File: config.mk
export PLATFORM = sky130hd
export DESIGN_NAME = mdpa_dist_unit
export DESIGN_NICKNAME = d
export VERILOG_FILES = /design/src/rtl/min_distance_point_acceptor_unit_macros.svh /design/src/rtl/mdpa_pkg.sv /design/src/rtl/mdpa_dist_unit.sv
export SDC_FILE = /design/constraint.sdc
export NUM_CORES = 2
export LEC_CHECK = 0
export BUFFER_PORTS_ARGS = -buffer_cell sky130_fd_sc_hd__buf_2
export CAP_MARGIN = 10
export CORE_ASPECT_RATIO = 1.25
export CORE_MARGIN = 8
export CORE_UTILIZATION = 35
export CTS_CLUSTER_SIZE = 20
export DETAILED_ROUTE_END_ITERATION = 7
export REMOVE_ABC_BUFFERS = 1
export SETUP_SLACK_MARGIN = 0.3
export SKIP_LAST_GASP = 1
export SYNTH_ARGS = -nofsm -noshare
export SYNTH_HDL_FRONTEND = slang
export SYNTH_SLANG_ARGS = --single-unit
File: constraint.sdc
create_clock -name clk -period 5.6 [get_ports clk]
set_input_delay 0.28 -clock clk [delete_from_list [all_inputs] [get_ports clk]]
set_output_delay 0.28 -clock clk [all_outputs]
set_load 0.03 [all_outputs]
File: src/rtl/min_distance_point_acceptor_unit_macros.svh
// Assertion macros shared by the point acceptor RTL.
// Each macro expects signals named clk and arst_n in the enclosing module.
`ifndef MIN_DISTANCE_POINT_ACCEPTOR_UNIT_MACROS_SVH
`define MIN_DISTANCE_POINT_ACCEPTOR_UNIT_MACROS_SVH

// Consequent must hold in the same cycle as the antecedent.
`define MDPA_ASSERT_NOW(lbl, ante, cons, msg) \
	lbl: assert property (@(posedge clk) disable iff (!arst_n) (ante) |-> (cons)) \
		else $error(msg);

// Consequent must hold in the cycle after the antecedent.
`define MDPA_ASSERT_NEXT(lbl, ante, cons, msg) \
	lbl: assert property (@(posedge clk) disable iff (!arst_n) (ante) |=> (cons)) \
		else $error(msg);

`endif

File: src/rtl/mdpa_pkg.sv
// Package of the minimum-distance point acceptor: widths, codes and shared types.
// No dependencies.
`timescale 1ns / 1ps

package mdpa_pkg;

	// Defaults of the top-level parameters.
	localparam int MAX_POINTS_DEF = 1024;
	localparam int AXES_DEF       = 3;
	localparam int COORD_BITS_DEF = 16;

	// Fixed field widths.
	localparam int FIELD_W    = 16;
	localparam int DSQ_W      = 34;
	localparam int LIM_W      = 11;
	localparam int CNT_OUT_W  = 11;
	localparam int SLOT_W     = 10;
	localparam int CFG_IDX_W  = 3;
	localparam int CFG_DATA_W = 34;

	typedef enum logic [1:0] {
		OP_SEED  = 2'd0,
		OP_TEST  = 2'd1,
		OP_CLEAR = 2'd2,
		OP_NONE  = 2'd3
	} op_t;

	typedef enum logic [1:0] {
		ST_STORED    = 2'd0,
		ST_OOB       = 2'd1,
		ST_TOO_CLOSE = 2'd2,
		ST_LIMIT     = 2'd3
	} status_t;

	typedef enum logic [CFG_IDX_W-1:0] {
		CFG_LOW_X       = 3'd0,
		CFG_HIGH_X      = 3'd1,
		CFG_LOW_Y       = 3'd2,
		CFG_HIGH_Y      = 3'd3,
		CFG_LOW_Z       = 3'd4,
		CFG_HIGH_Z      = 3'd5,
		CFG_MIN_DIST_SQ = 3'd6,
		CFG_POINT_LIMIT = 3'd7
	} cfg_reg_t;

	typedef enum logic [1:0] {
		FSM_IDLE,
		FSM_CHECK,
		FSM_SCAN,
		FSM_FIN
	} fsm_t;

	// Register file contents as seen by the datapath.
	typedef struct packed {
		logic [2:0][FIELD_W-1:0] low_b;
		logic [2:0][FIELD_W-1:0] high_b;
		logic [DSQ_W-1:0]        min_dist_sq;
		logic [LIM_W-1:0]        point_limit;
	} cfg_regs_t;

	// Controller to distance unit.
	typedef struct packed {
		logic start;
		logic data_vld;
	} dist_ctl_t;

	// Distance unit to controller.
	typedef struct packed {
		logic busy;
		logic too_close;
	} dist_sts_t;

endpackage

File: src/rtl/mdpa_dist_unit.sv
// Distance pipeline: squared distance of the candidate to each stored point
// read from the point RAM, compared with the squared spacing. Depends on mdpa_pkg.
`timescale 1ns / 1ps

module mdpa_dist_unit import mdpa_pkg::*; #(
	parameter int AXES       = AXES_DEF,
	parameter int COORD_BITS = COORD_BITS_DEF
) (
	input  logic                                clk,
	input  logic                                arst_n,
	input  dist_ctl_t                           ctl,
	input  logic [AXES-1:0][COORD_BITS-1:0]     cand,
	input  logic [AXES*COORD_BITS-1:0]          rd_data,
	input  logic [DSQ_W-1:0]                    min_dist_sq,
	output dist_sts_t                           sts
);
	localparam int DIFF_W = COORD_BITS + 1;
	localparam int SQ_W   = 2 * DIFF_W;
	localparam int SUM_W  = SQ_W + 2;
	localparam int CMP_W  = (SUM_W > DSQ_W) ? SUM_W : DSQ_W;

	logic [AXES-1:0][SQ_W-1:0] diff_ext;
	logic [AXES-1:0][SQ_W-1:0] sq_s2;
	logic                      vld_s2;
	logic [SUM_W-1:0]          sum;
	logic                      close_q;

	// Per-axis difference, sign-extended to the square's width.
	always_comb begin
		for (int a = 0; a < AXES; a++) begin
			diff_ext[a] = SQ_W'($signed(DIFF_W'($signed(cand[a]))
				- DIFF_W'($signed(rd_data[a*COORD_BITS +: COORD_BITS]))));
		end
	end

	// Stage 2: one square per axis.
	always_ff @(posedge clk) begin
		for (int a = 0; a < AXES; a++) begin
			sq_s2[a] <= diff_ext[a] * diff_ext[a];
		end
	end

	always_ff @(posedge clk or negedge arst_n) begin
		if (!arst_n) begin
			vld_s2 <= 1'b0;
		end else begin
			vld_s2 <= ctl.data_vld;
		end
	end

	// Sum of squares over the axes.
	always_comb begin
		sum = '0;
		for (int a = 0; a < AXES; a++) begin
			sum = sum + SUM_W'(sq_s2[a]);
		end
	end

	// Sticky flag: any stored point strictly closer than the spacing.
	always_ff @(posedge clk or negedge arst_n) begin
		if (!arst_n) begin
			close_q <= 1'b0;
		end else if (ctl.start) begin
			close_q <= 1'b0;
		end else if (vld_s2 && (CMP_W'(sum) < CMP_W'(min_dist_sq))) begin
			close_q <= 1'b1;
		end
	end

	assign sts.busy      = vld_s2;
	assign sts.too_close = close_q;
endmodule

==> results.cfg <==
[outcome]
outcome = complete, but fails checks
violations = setup timing

[timing]
timing.final.ws_setup_ps = -2086
hold_viol = 0
slew_violations = 0
grt_setup_unrepaired = yes
setup_viol = 74
finalClockSkew_ps = 10.21
max_freq_mhz = 130.1
fin_setup_tns_ps = -101440
relSlewSlack = 0.6114
worst_pin_slew_ps = 568.2
finalCriticalPeriod_ps = 7686
period_share = 1.373

[logic_synthesis]
postSynthCellCount = 3913
synth-seq-area-share = 0.05683
yosysUniqueCellTypes = 72
syn_area_um2 = 35750
ys.flop_type = dfxtp_1
async_flop_share = 0.01980
synth_adder_area_share = 0.6017
synth_compound_area_frac = 0.07503
syn_avg_cell_area_um2 = 9.137
synth_xor_area_frac = 0.04311
synthMuxAreaShare = 0.001120
synth_top_family_by_area = adder cells
synth_seq_cells = 101
yosys_warnings = 0
yosys.area_share.simple = 0.09648
synth_edf_count = 0

[route]
maxUsedRoutingLayer = met5
drt_iter0_markers = 1202
antenna_left = 0
drc = 0
wl_per_cell_um = 15.22
met1Wirelength_um = 36300
vias = 29140
wl_met3_um = 2881
wl_met2_um = 52240
wl_um = 95470
first_pass_iters = 5
vias_per_cell = 4.646

[place]
gp_congestion = 0.9077
port_buffers = 135
dp_hpwl_um = 81710

[global_routing]
overflow = 0
grt_max_degree = 21
grt_pass1_vias = 32700
antenna_found_initial = 2
track_usage = 0.1737
grt_first_pass_wirelength_um = 158400

[worst_setup_path]
critPathArrivalTime_ps = 7960
critical_path_class = input port to register
required_ps = 5870
rr_startpoint = sq_s2[74]$_DFF_P_
crit_top_cell = fa_1
critPathLaunch = cand[1]
cpMaxStageDelayCell = fa_1
crit_path_end_kind = register
start_kind = input port
cp_max_fo = 5
slowest_delay_ps = 510

[floorplan]
dieArea_um2 = 112700
fp-row-count = 131
initial_utilization = 0.3518
core_area_um2 = 101600
die_h_um = 373.3
die_w_um = 301.9
ioPinCount = 136

[flow_run]
cap_violations = 0

[final_layout]
final_cell_mix = inv_1, buf_4, fa_1
drive_gt1_frac = 0.3284
final_nets = 6281
final_common_cell = inv_1
area_growth_pct = 36.23

[clock_tree]
clock-root-buffer = clkbuf_16
clk_latency_ps = 380
cts_buffers = 9
htreeDepth = 3
cts.sinks = 101
cts_buffer_depth = 2
cts_tree = built
clkSlewWorstSetupHoldPaths_ps = 80

[min_path]
holdCritPathClass = input port to async pin
[logic make-up after synthesis]
| logic type | Yosys count |
|---|---|
| AOI/OAI and AO/OA | 417 |
| DFF | 101 |
| adders and majority gates | 1210 |
| and+or+nand+nor | 810 |
| xor gates and xnor gates | 176 |
| muxes | 4 |
| other | 2 |
| buffers and inverters | 1193 |
[layer usage]
metal | vias to the layer above | track usage
li1 | 13670 | -
met1 | 14780 | 0.1979
met2 | 494 | 0.3313
met3 | 202 | 0.01825
met4 | 2 | 0.06134
met5 | - | 0
[flip-flops by register name, indices dropped and copies added (netlist names)]
register,count
sq_s2,99
close_q,1
vld_s2,1
[path summary, 6_finish.rpt]
check / depth (start not counted) / slack [ps] / endpoint
worst max register to register: 23 / 260 / close_q$_DFFE_PN0P_
worst max-delay path: 36 / -2090 / sq_s2[33]$_DFF_P_
max in group asynchronous: 2 / 5300 / close_q$_DFFE_PN0P_
min in group clk: 5 / 440 / close_q$_DFFE_PN0P_
worst min register to register: 3 / 700 / close_q$_DFFE_PN0P_
worst min-delay path: 2 / 210 / vld_s2$_DFF_PN0_
[what timing repair did]
item / in CTS / in global routing
setup buffers: 116 / 59
setup endpoints to repair: 81 / 81
pin swaps: 311 / 245
gates cloned: 1 / 0
hold buffers: 2 / 0
gates resized for setup: 483 / 323
endpoints found under the hold margin: 3 / 0
[cell type report]
class / instances / area (um2)
Inverter: 1108 / 4225
Fill cell: 9397 / 52920
Clock inverter: 4 / 37.54
Multi-Input combinational cell: 2620 / 31830
Timing Repair Buffer: 1097 / 8658
Antenna cell: 1 / 2.502
Clock buffer: 12 / 256.5
Sequential cell: 101 / 2032
Tap cell: 1330 / 1664
[synth_stat cells, types with 3 or more instances]
cell type	instances	area share
xor2_1	44	0.011
a41oi_1	4	0.00098
inv_1	1093	0.11
nor2_1	315	0.033
a221oi_1	6	0.0015
o21ai_0	84	0.012
o21bai_1	15	0.0031
nand3_1	27	0.0038
o2111ai_1	4	0.00098
nor2b_1	19	0.0033
fa_1	849	0.48
a21o_1	70	0.015
a31oi_1	14	0.0024
a21oi_1	127	0.018
and3_1	13	0.0023
nand2_1	318	0.033
or3_1	6	0.0010
dfxtp_1	99	0.055
a211o_1	5	0.0012
or2_2	14	0.0024
clkinv_1	14	0.0015
ha_1	361	0.13
and4_1	3	0.00074
a2111oi_0	3	0.00074
nand2b_1	27	0.0047
o21a_1	13	0.0027
nand3b_1	4	0.00084
a21boi_0	14	0.0029
nand4_1	14	0.0024
nor3_1	21	0.0029
a211oi_1	9	0.0019
and2_1	22	0.0038
o211ai_1	9	0.0019
a31o_2	7	0.0017
mux2i_1	4	0.0011
clkbuf_1	79	0.0083
buf_1	3	0.00031
xnor2_1	132	0.032
o31ai_1	6	0.0013
[metrics by stage]
| step | worst slack, ps | cells | util | hold slack [ps] | instance area [um2] |
|---|---|---|---|---|---|
| floorplan | -3235 | 3829 | - | -15.59 | 35430 |
| global placement | -3045 | 6078 | 0.4308 | 67.32 | 43780 |
| detailed placement | -3204 | 6078 | 0.4308 | 66.75 | 43780 |
| CTS | -2063 | 6213 | 0.4620 | 183.2 | 46950 |
| global route | -2465 | 6272 | 0.4793 | 196.4 | 48700 |
| finish | -2086 | 6273 | 0.4793 | 207.2 | 48710 |
[critical path: cells and delay by family]
kind	cells	cell delay, ps
adder cells (fa/ha/maj)	8	3470
AO/OA/AOI/OAI	15	2520
AND/OR/NAND/NOR	5	850
buffers and inverters	6	550
XOR/XNOR	2	300
Power is not shown: default switching activity piles up to over one toggle a cycle in this logic, so the estimate is an artifact.
