File: src/rtl/min_distance_point_acceptor_unit_macros.svh
// Assertion macros shared by the point acceptor RTL.
// Each macro expects signals named clk and arst_n in the enclosing module.
`ifndef MIN_DISTANCE_POINT_ACCEPTOR_UNIT_MACROS_SVH
`define MIN_DISTANCE_POINT_ACCEPTOR_UNIT_MACROS_SVH

// Consequent must hold in the same cycle as the antecedent.
`define MDPA_ASSERT_NOW(lbl, ante, cons, msg) \
	lbl: assert property (@(posedge clk) disable iff (!arst_n) (ante) |-> (cons)) \
		else $error(msg);

// Consequent must hold in the cycle after the antecedent.
`define MDPA_ASSERT_NEXT(lbl, ante, cons, msg) \
	lbl: assert property (@(posedge clk) disable iff (!arst_n) (ante) |=> (cons)) \
		else $error(msg);

`endif

File: src/rtl/mdpa_pkg.sv
// Package of the minimum-distance point acceptor: widths, codes and shared types.
// No dependencies.
`timescale 1ns / 1ps

package mdpa_pkg;

	// Defaults of the top-level parameters.
	localparam int MAX_POINTS_DEF = 1024;
	localparam int AXES_DEF       = 3;
	localparam int COORD_BITS_DEF = 16;

	// Fixed field widths.
	localparam int FIELD_W    = 16;
	localparam int DSQ_W      = 34;
	localparam int LIM_W      = 11;
	localparam int CNT_OUT_W  = 11;
	localparam int SLOT_W     = 10;
	localparam int CFG_IDX_W  = 3;
	localparam int CFG_DATA_W = 34;

	typedef enum logic [1:0] {
		OP_SEED  = 2'd0,
		OP_TEST  = 2'd1,
		OP_CLEAR = 2'd2,
		OP_NONE  = 2'd3
	} op_t;

	typedef enum logic [1:0] {
		ST_STORED    = 2'd0,
		ST_OOB       = 2'd1,
		ST_TOO_CLOSE = 2'd2,
		ST_LIMIT     = 2'd3
	} status_t;

	typedef enum logic [CFG_IDX_W-1:0] {
		CFG_LOW_X       = 3'd0,
		CFG_HIGH_X      = 3'd1,
		CFG_LOW_Y       = 3'd2,
		CFG_HIGH_Y      = 3'd3,
		CFG_LOW_Z       = 3'd4,
		CFG_HIGH_Z      = 3'd5,
		CFG_MIN_DIST_SQ = 3'd6,
		CFG_POINT_LIMIT = 3'd7
	} cfg_reg_t;

	typedef enum logic [1:0] {
		FSM_IDLE,
		FSM_CHECK,
		FSM_SCAN,
		FSM_FIN
	} fsm_t;

	// Register file contents as seen by the datapath.
	typedef struct packed {
		logic [2:0][FIELD_W-1:0] low_b;
		logic [2:0][FIELD_W-1:0] high_b;
		logic [DSQ_W-1:0]        min_dist_sq;
		logic [LIM_W-1:0]        point_limit;
	} cfg_regs_t;

	// Controller to distance unit.
	typedef struct packed {
		logic start;
		logic data_vld;
	} dist_ctl_t;

	// Distance unit to controller.
	typedef struct packed {
		logic busy;
		logic too_close;
	} dist_sts_t;

endpackage

File: src/rtl/mdpa_cfg_if.sv
// Configuration write channel of the point acceptor.
// Depends on mdpa_pkg.
`timescale 1ns / 1ps

interface mdpa_cfg_if import mdpa_pkg::*; ();
	logic                  valid;
	logic                  ready;
	logic [CFG_IDX_W-1:0]  index;
	logic [CFG_DATA_W-1:0] data;

	modport source (output valid, index, data, input ready);
	modport sink (input valid, index, data, output ready);
endinterface

File: src/rtl/mdpa_cfg_regs.sv
// Configuration register file: bounds, squared spacing and point limit.
// Depends on mdpa_pkg and mdpa_cfg_if.
`timescale 1ns / 1ps

module mdpa_cfg_regs import mdpa_pkg::*; (
	input  logic       clk,
	input  logic       arst_n,
	mdpa_cfg_if.sink   cfg,
	output cfg_regs_t  regs
);
	cfg_regs_t regs_q;

	// Writes are always taken.
	assign cfg.ready = 1'b1;
	assign regs      = regs_q;

	// Register writes, decoded by index.
	always_ff @(posedge clk or negedge arst_n) begin
		if (!arst_n) begin
			regs_q.low_b       <= {3{16'h8000}};
			regs_q.high_b      <= {3{16'h7FFF}};
			regs_q.min_dist_sq <= '0;
			regs_q.point_limit <= LIM_W'(1024);
		end else if (cfg.valid) begin
			case (cfg_reg_t'(cfg.index))
				CFG_LOW_X:       regs_q.low_b[0]    <= cfg.data[FIELD_W-1:0];
				CFG_HIGH_X:      regs_q.high_b[0]   <= cfg.data[FIELD_W-1:0];
				CFG_LOW_Y:       regs_q.low_b[1]    <= cfg.data[FIELD_W-1:0];
				CFG_HIGH_Y:      regs_q.high_b[1]   <= cfg.data[FIELD_W-1:0];
				CFG_LOW_Z:       regs_q.low_b[2]    <= cfg.data[FIELD_W-1:0];
				CFG_HIGH_Z:      regs_q.high_b[2]   <= cfg.data[FIELD_W-1:0];
				CFG_MIN_DIST_SQ: regs_q.min_dist_sq <= cfg.data[DSQ_W-1:0];
				CFG_POINT_LIMIT: regs_q.point_limit <= cfg.data[LIM_W-1:0];
				default: begin
				end
			endcase
		end
	end
endmodule

File: src/flat_wrapper.sv
// flat-port wrapper written by rule: the top's interface ports become plain ports
module mdpa_cfg_regs_flat import mdpa_pkg::*;
  (clk, arst_n, regs, cfg_valid, cfg_index, cfg_data, cfg_ready);
  mdpa_cfg_if cfg_i ();
  input  logic clk;
  input  logic arst_n;
  output cfg_regs_t regs;
  input wire logic [$bits(cfg_i.valid)-1:0] cfg_valid;
  input wire logic [$bits(cfg_i.index)-1:0] cfg_index;
  input wire logic [$bits(cfg_i.data)-1:0] cfg_data;
  output wire logic [$bits(cfg_i.ready)-1:0] cfg_ready;
  assign cfg_i.valid = cfg_valid;
  assign cfg_i.index = cfg_index;
  assign cfg_i.data = cfg_data;
  assign cfg_ready = cfg_i.ready;
  mdpa_cfg_regs u_core (.clk(clk), .arst_n(arst_n), .cfg(cfg_i), .regs(regs));
endmodule
File: config.mk
export PLATFORM = sky130hd
export DESIGN_NAME = mdpa_cfg_regs_flat
export DESIGN_NICKNAME = d
export VERILOG_FILES = /design/src/rtl/min_distance_point_acceptor_unit_macros.svh /design/src/rtl/mdpa_pkg.sv /design/src/rtl/mdpa_cfg_if.sv /design/src/rtl/mdpa_cfg_regs.sv /design/src/flat_wrapper.sv
export SDC_FILE = /design/constraint.sdc
export NUM_CORES = 1
export LEC_CHECK = 0
export BUFFER_PORTS_ARGS = -buffer_cell sky130_fd_sc_hd__buf_4
export CORE_MARGIN = 2
export CORE_UTILIZATION = 50
export CTS_CLUSTER_DIAMETER = 50
export DETAILED_ROUTE_END_ITERATION = 8
export PLACE_DENSITY = 0.88
export SLEW_MARGIN = 20
export SYNTH_ARGS = -nofsm -noshare
export SYNTH_HDL_FRONTEND = slang
export SYNTH_SLANG_ARGS = --single-unit
export TNS_END_PERCENT = 20
File: constraint.sdc
create_clock -name clk -period 0.95 [get_ports clk]
set_input_delay 0.19 -clock clk [delete_from_list [all_inputs] [get_ports clk]]
set_output_delay 0.19 -clock clk [all_outputs]
set_load 0.02 [all_outputs]
==> results.yml <==
global_route:
  grt_pass1_wl_um: 24700
  grt_start_max_net_pins: 50
  grt_pass1_vias: 4253
  antenna_found_initial: 0
  grt_usage_pct: 28.8
  grt-ovfl-total: 0
placement:
  io_buffers: 180
  gp_congestion: 0.748
  post-dp-hpwl_um: 9370
  post_dp_cell_area_mm2: 0.00724
  dp.cells: 636
  post-place-ws_ns: -0.443
synth:
  synth_seq_cells: 141
  async_flop_share_pct: 100
  synth_area_leaders: "dfrtp_1 (42%), mux2_2 (27%), dfstp_2 (24%), mux2_4 (2.7%), buf_6 (1.0%)"
  synth_cell_types: 14
  synth-edff-count: 0
  yosysTopAreaCell: "dfrtp_1"
  synth_nets: 349
  synth_warnings: 0
  yosysMostFrequentCell: "mux2_2"
  synth.avg_cell_area_um2: 17.7
  synth_top_area_share_pct: 42.1
  synth_common_cells: "mux2_2 (131), dfrtp_1 (92), dfstp_2 (49)"
  synth_area_mm2: 0.00547
  synth_ff_type: "dfrtp_1"
  synthCells: 309
  seq_area_frac_synth_pct: 65.7
sta:
  slew_violations: 0
  setup_viol_count_final: 141
  fin_crit_sh_pct: 146
  setup_ws_ns: -0.437
  fmax_mhz: 721
  fin_skew_ns: 0
  final.min_clock_period_ns: 1.39
  tns_ns: -46.74
  rsz0062_at_grt: "true"
  finalHoldViolCount: 0
setup_path:
  critPathRequiredTime_ns: 0.76
  crit_chain: "buf_6"
  cp_slowest_stage_delay_ns: 0.56
  cpMaxStageDelayCell: "dfstp_2"
  rr_startpoint: "u_core.regs[27]"
  worstSetupPathType: "flip-flop to output pin"
  critPathLaunchType: "flip-flop"
  cp-startpoint: "u_core.regs[54]"
  crit_fanout: 2
  arrival_ns: 1.20
  crit_buf_inv: 1
  reg2reg_depth: 1
  cpLargestDelayFamily: "flip-flops"
  cp_num_cells: 1
  r2r-end: "u_core.regs[27]"
  endpoint: "regs[54]"
  endpoint_kind: "output pin"
  r2r_slack_ns: 0.08
floorplanning:
  die_h_um: 109
  core_mm2: 0.0107
  ioPinCount: 182
  start_util_pct: 50.9
  fp.dieW_um: 109
  die_area_mm2: 0.0118
  rows: 38
detailed_routing:
  drt_iter0_markers: 109
  drcViolationCount: 0
  drtAntennaViolNets: 0
  vias_per_cell: 5.29
  vias: 3765
  first_pass_iters: 4
  avgRoutedWirePerCell_um: 22.8
  drt_wl_total_um: 16200
layout:
  largest_reg_flops: 141
  fin_cells: 712
  fillerInstances: 494
  syn_to_final_growth_pct: 61.7
  antenna_cells: 0
  fin_area_mm2: 0.00884
  drive_gt1_share_pct: 77.3
  final_nets: 600
cts:
  cts_root_buffer: "clkbuf_8"
  cts.path.max_buffers: 2
  insertion_delay_ns: 0.51
  cts_tree: "done"
  htreeDepth: 4
  clk_pin_slew_worst_paths_ns: 0.06
  cts_made_buffers: 17
  numClockSinks: 141
pwr:
  ir_worst_vdd_uv: 1300
  p_per_area_mw_per_mm2: 2630
  p_leak_uw: 0.00407
flow_run:
  maxCapViolCount: 0
outcome:
  failed_checks: "setup timing"
  status: "complete, but fails checks"
hold_path:
  hp-class: "primary input to asynchronous set/reset pin"
[routing by layer]
metal  global-route usage (%)  vias up  routed length [um]
met2                     50.5      162                8780
met3                     7.23       31                 899
li1                         -     1607                   -
met4                     10.4        0                 341
met5                        0        -                   0
met1                     34.1     1965                6180
[power by group]
group / total (uW) / internal (uW) / switching, uW
logic: 7160 / 3980 / 3190
clock network: 7210 / 4730 / 2480
registers: 8860 / 7690 / 1170
[kinds of logic (layout without fill, tap and decap cells)]
| logic type | Yosys count | count (layout) | synth area share, % |
|---|---|---|---|
| flip-flops | 141 | 141 | 65.7 |
| other | 1 | 1 | 0.0686 |
| AND/OR/NAND/NOR | 8 | 8 | 2.01 |
| buffers and inverters | 18 | 281 | 2.54 |
| multiplexers | 141 | 141 | 29.7 |
[worst min path at each step]
stage          cells past startpoint  slack, ns          endpoint    from
6_report                           2       0.09   u_core.regs[99]  arst_n
5_1_grt                            2       0.09   u_core.regs[99]  arst_n
4_1_cts                            2       0.06  u_core.regs[100]  arst_n
3_5_place_dp                       1       0.03  u_core.regs[100]  arst_n
3_3_place_gp                       1       0.02  u_core.regs[100]  arst_n
2_1_floorplan                      0      -0.11    u_core.regs[0]  arst_n
[per-stage QoR]
| step | utilization [%] | power, uW | hold slack, ns |
|---|---|---|---|
| final | 82.3 | 23200 | 0.0866 |
| after global routing | 82.3 | 24100 | 0.0880 |
| after CTS | 81.9 | 23000 | 0.0613 |
| after detailed placement | 67.4 | 14500 | 0.0253 |
| after global placement | 67.4 | 14300 | 0.0245 |
| after floorplan | - | 11600 | -0.106 |
[cell type report]
class | count | area [um2] | share of cell area, %
clock inverter | 10 | 185 | 2.09
multi-input combinational | 150 | 1820 | 20.6
clock buffer | 21 | 459 | 5.19
tap | 140 | 175 | 1.98
sequential | 141 | 3590 | 40.6
timing repair buffer | 250 | 2610 | 29.5
[layout by cell type (no fill, tap or decap)]
cell,count
and4bb_2,2
buf_12,9
buf_4,64
buf_6,142
bufinv_16,5
clkbuf_1,1
clkbuf_16,16
clkbuf_8,4
clkinv_2,2
clkinv_4,1
clkinvlp_4,1
conb_1,1
dfrtp_1,92
dfstp_2,49
dlygate4sd3_1,35
inv_6,1
mux2_2,113
mux2_4,28
nand4_1,1
nand4b_2,3
nor4b_4,1
nor4bb_4,1
[what timing repair did]
| item | 4_1_cts | 5_1_grt |
|---|---|---|
| setup buffers | 4 | 6 |
| endpoints found under the hold margin | 235 | 0 |
| hold buffers | 35 | 0 |
| endpoints found under the setup margin | 141 | 141 |
| pin swaps | 0 | 0 |
| gates resized for setup | 141 | 0 |
No activity file was read; power rests on OpenSTA's default activity.
